===== src/rtl/book_sequence_recovery_tracker_core_assert.svh =====
// assertion macros for the sequence recovery tracker
// used by the top level only, no other dependencies
`ifndef BOOK_SEQUENCE_RECOVERY_TRACKER_CORE_ASSERT_SVH
`define BOOK_SEQUENCE_RECOVERY_TRACKER_CORE_ASSERT_SVH
`ifndef SYNTH
`define BSRT_ASSERT_IMPL(label, clk, rst_n, ante, cons) \
    label: assert property (@(posedge clk) disable iff (!(rst_n)) (ante) |-> (cons)) \
        else $error("sequence tracker check failed");
`define BSRT_ASSERT_NEXT(label, clk, rst_n, ante, cons) \
    label: assert property (@(posedge clk) disable iff (!(rst_n)) (ante) |=> (cons)) \
        else $error("sequence tracker check failed");
`else
`define BSRT_ASSERT_IMPL(label, clk, rst_n, ante, cons)
`define BSRT_ASSERT_NEXT(label, clk, rst_n, ante, cons)
`endif
`endif


===== src/rtl/bsrt_pkg.sv =====
// shared types and codes for the sequence recovery tracker
// no dependencies
package bsrt_pkg;

    localparam int DEFAULT_QUEUE_DEPTH = 32;
    localparam int ID_W = 64;

    localparam logic [1:0] MODE_UPDATE     = 2'd0;
    localparam logic [1:0] MODE_SNAPSHOT   = 2'd1;
    localparam logic [1:0] MODE_DISCONNECT = 2'd2;

    typedef enum logic [1:0] {
        PH_IDLE      = 2'd0,
        PH_BUFFERING = 2'd1,
        PH_SYNCED    = 2'd2
    } phase_t;

    typedef enum logic [2:0] {
        ACT_APPLY    = 3'd0,
        ACT_STALE    = 3'd1,
        ACT_BUFFERED = 3'd2,
        ACT_BUF_REQ  = 3'd3,
        ACT_RESYNC   = 3'd4,
        ACT_SYNCED   = 3'd5,
        ACT_IGNORED  = 3'd6
    } action_t;

    typedef enum logic [2:0] {
        S_IDLE,
        S_CMP2,
        S_DRAIN_RD,
        S_CHK1,
        S_CHK2,
        S_EMIT
    } seq_state_t;

    typedef struct packed {
        logic [1:0]      mode;
        logic [ID_W-1:0] first_id;
        logic [ID_W-1:0] last_id;
        logic [ID_W-1:0] prev_last_id;
        logic [ID_W-1:0] snapshot_id;
    } in_item_t;

    typedef struct packed {
        action_t         action;
        logic [ID_W-1:0] applied_first_id;
        logic [ID_W-1:0] applied_last_id;
        logic            end_of_run;
    } out_item_t;

    typedef struct packed {
        logic [ID_W-1:0] first_id;
        logic [ID_W-1:0] last_id;
        logic [ID_W-1:0] prev_id;
    } entry_t;

    typedef struct packed {
        logic lt;
        logic eq;
    } cmp_res_t;

endpackage


===== src/rtl/bsrt_cmp.sv =====
// shared 64-bit magnitude and equality comparator
// depends on bsrt_pkg for the result struct
module bsrt_cmp import bsrt_pkg::*; (
    input  logic [ID_W-1:0] a,
    input  logic [ID_W-1:0] b,
    output cmp_res_t        res
);

    assign res.lt = (a < b);
    assign res.eq = (a == b);

endmodule

===== config.mk =====
export PLATFORM = sky130hd
export DESIGN_NAME = bsrt_cmp
export DESIGN_NICKNAME = d
export VERILOG_FILES = /design/src/rtl/book_sequence_recovery_tracker_core_assert.svh /design/src/rtl/bsrt_pkg.sv /design/src/rtl/bsrt_cmp.sv
export SDC_FILE = /design/constraint.sdc
export NUM_CORES = 1
export LEC_CHECK = 0
export ABC_AREA = 1
export BUFFER_PORTS_ARGS = -buffer_cell sky130_fd_sc_hd__buf_4
export CAP_MARGIN = 20
export CORE_ASPECT_RATIO = 1.5
export CORE_MARGIN = 5
export CORE_UTILIZATION = 39
export DETAILED_ROUTE_END_ITERATION = 8
export PLACE_DENSITY = 0.81
export SYNTH_ARGS = -nofsm -noshare
export SYNTH_HDL_FRONTEND = slang
export SYNTH_SLANG_ARGS = --single-unit

===== constraint.sdc =====
create_clock -name vclk -period 1.65
set_input_delay 0.33 -clock vclk [all_inputs]
set_output_delay 0.33 -clock vclk [all_outputs]
set_load 0.01 [all_outputs]

==> results.sh <==
export IMPL_run_status="finished with violations"
export IMPL_violated_checks="setup timing"
export IMPL_core_area_sq_um=4250
export IMPL_crit_top_cell="sky130_fd_sc_hd__buf_4"
export IMPL_synth_largest_type_area_fraction_pct=46.5
export IMPL_synthTopCellsByCount="77 x sky130_fd_sc_hd__inv_1, 65 x sky130_fd_sc_hd__nand2_1, 64 x sky130_fd_sc_hd__ha_1"
export IMPL_dr_wl_met3_um=514
export IMPL_placement_cell_area_sq_um=2870
export IMPL_ir_worst_vdd_uv=235
export IMPL_fin_ws_ps=-335
export IMPL_drt_first_iter_violations=87
export IMPL_crit_chain="buf_4 -> ha_1 -> nand2_2 -> buf_4 -> o21a_1 -> nand2_1 -> a21oi_2 -> nand2_1 -> a21oi_2 -> buf_4"
export IMPL_report_final_setup_viol=2
export IMPL_post_drt_via_cell_ratio=5.04
export IMPL_timing_critical_path_slowest_cell_delay_ps=300
export IMPL_hold_end="res[1]"
export IMPL_worst_slew_pin_slew_ps=245
export IMPL_critical_path_max_fanout=2
export IMPL_p_leak_uw=0.00190
export IMPL_crit_path_top_delay_cell="sky130_fd_sc_hd__ha_1"
export IMPL_synth_area_leader_cell="sky130_fd_sc_hd__ha_1"
export IMPL_max_cap_violations=0
export IMPL_routabilityCongestion=0.783
export IMPL_io_pins=130
export IMPL_synth_distinct_cells=17
export IMPL_grt_setup_unrepaired="true"
export IMPL_place_detailed_hpwl_mm=4.78
export IMPL_final_max_slew_viol_count=0
export IMPL_hold_worst_slack_ps=1230
export IMPL_final_setup_tns_ps=-561
export IMPL_route_detailed_drc=0
export IMPL_fp_dieH_um=91.4
export IMPL_placement_rows=29
export IMPL_clockBufferCount=0
export IMPL_grt_util_all_layers_pct=20.9
export IMPL_max_freq_mhz=504
export IMPL_maxUsedRoutingLayer="met4"
export IMPL_endpoint_kind="output pin"
export IMPL_layout_sequential_cells=0
export IMPL_post_synth_inst_count=278
export IMPL_floorplan_initialDensity_pct=40.6
export IMPL_post_route_cells_drive_above_1_share_pct=55.9
export IMPL_route_vias_total=2313
export IMPL_drt_met1_wl_mm=2.27
export IMPL_final_util_pct=81.1
export IMPL_drtPass1Iterations=4
export IMPL_report_final_hold_viol_count=0
export IMPL_avgSynthCellArea_sq_um=6.19
export IMPL_worst_endpoint_required_ps=1320
export IMPL_synth_seq_area_share_pct=0
export IMPL_antennaDiodeCount=0
export IMPL_cp_start_kind="primary input"
export IMPL_worst_ep_arrival_time_ps=1650
export IMPL_worstHoldStart="a[63]"
export IMPL_synth_most_common_cell="sky130_fd_sc_hd__inv_1"
export IMPL_regArea_sq_um=0
export IMPL_area_growth_pct=99.9
export IMPL_number_of_antenna_violations_at_the_first_check_in_global_routing=0
export IMPL_die_area_sq_um=5870
export IMPL_totalWireLength_mm=6.88
export IMPL_pin_count_of_the_biggest_net_entering_global_routing=4
export IMPL_route_antenna_remaining_nets=0
export IMPL_period_minus_slack_ps=1980
export IMPL_port_buffer_count=130
export IMPL_avgRoutedWirePerCell_um=15.0
export IMPL_worst_hold_depth=8
export IMPL_grt_pass1_wl_mm=10.4
export IMPL_met2_wirelength_mm=3.95
export IMPL_worst_setup_path_type="primary input to output pin"
export IMPL_yosys_top_cells_area="sky130_fd_sc_hd__ha_1 47%, sky130_fd_sc_hd__inv_1 17%, sky130_fd_sc_hd__nand2_1 14%"
export IMPL_min_path_type="primary input to output pin"
export IMPL_max_slew_margin_pct=83.6
export IMPL_gr_total_overflow=0
export IMPL_final_design_area_no_fill_sq_um=3440
export IMPL_vias_in_the_first_global_route=2469
export IMPL_cts_hold_repair_buffers=0
export IMPL_power_density_nw_per_um2=252
export IMPL_synth_area_sq_um=1720
export IMPL_floorplan_die_width_um=64.3
export IMPL_synthesis_nets=470
export IMPL_finalNetCount=607
export IMPL_timing_final_crit_share_pct=120
export IMPL_yosysWarnings=0
-- per-layer routing --
layer / vias to the layer above / track usage, %
li1: 1152 / -
met1: 1037 / 20.8
met2: 110 / 43.0
met3: 14 / 3.95
met4: 0 / 3.40
met5: - / 0
-- cell usage in the layout (no fill, tap or decap), drive strengths merged, types with 4 or more instances in the layout --
cell type	instances
nor3	5
ha	64
nand3	4
o21ai	5
a21oi	28
nor2	17
nand2	67
nand4	4
inv	77
buf	135
-- layout make-up --
class | instances | area (sq um)
well taps | 46 | 57.6
repair buffers | 135 | 1090
fillers | 277 | 803
inverters | 77 | 317
multi-input cells | 201 | 1980
-- critical path: cells and delay by family --
family,cells,cell delay [ps]
buf+inv,3,360
compound gates,3,380
simple gates,3,280
fa+ha+maj,1,300
-- timing repair --
item	in CTS	in global routing
gates resized for setup	71	38
endpoints found under the setup margin	2	2
setup buffers	2	2
pin swaps	31	17
-- stage by stage --
stage                     total power, uW  setup slack, ps  std cells
after floorplan                       321           -0.444        278
after global placement                622             -329        455
after detailed placement              639             -364        455
after CTS                             778             -223        457
after global routing                  967             -359        459
final                                 867             -335        459
-- logic make-up after synthesis --
group | after synthesis | share of synthesized area [%]
compound gates | 38 | 11.8
fa+ha+maj | 64 | 46.5
buf+inv | 77 | 16.8
simple gates | 99 | 24.9
-- report_power, final --
| group | switching (uW) | total (uW) | internal (uW) |
|---|---|---|---|
| Combinational | 383 | 867 | 485 |
| Clock | 0 | 0 | 0 |
| Sequential | 0 | 0 | 0 |
| Total | 383 | 867 | 485 |
-- worst max-delay path by stage --
| stage | startpoint | to | slack (ps) | cells after the start |
|---|---|---|---|---|
| after floorplan | b[21] | res[0] | -0.4 | 8 |
| after global placement | a[31] | res[0] | -330 | 9 |
| after detailed placement | a[31] | res[0] | -360 | 9 |
| after CTS | b[57] | res[1] | -220 | 11 |
| after global routing | b[54] | res[1] | -360 | 11 |
| final | a[54] | res[1] | -330 | 10 |
Power figures use the tool's default switching activity.
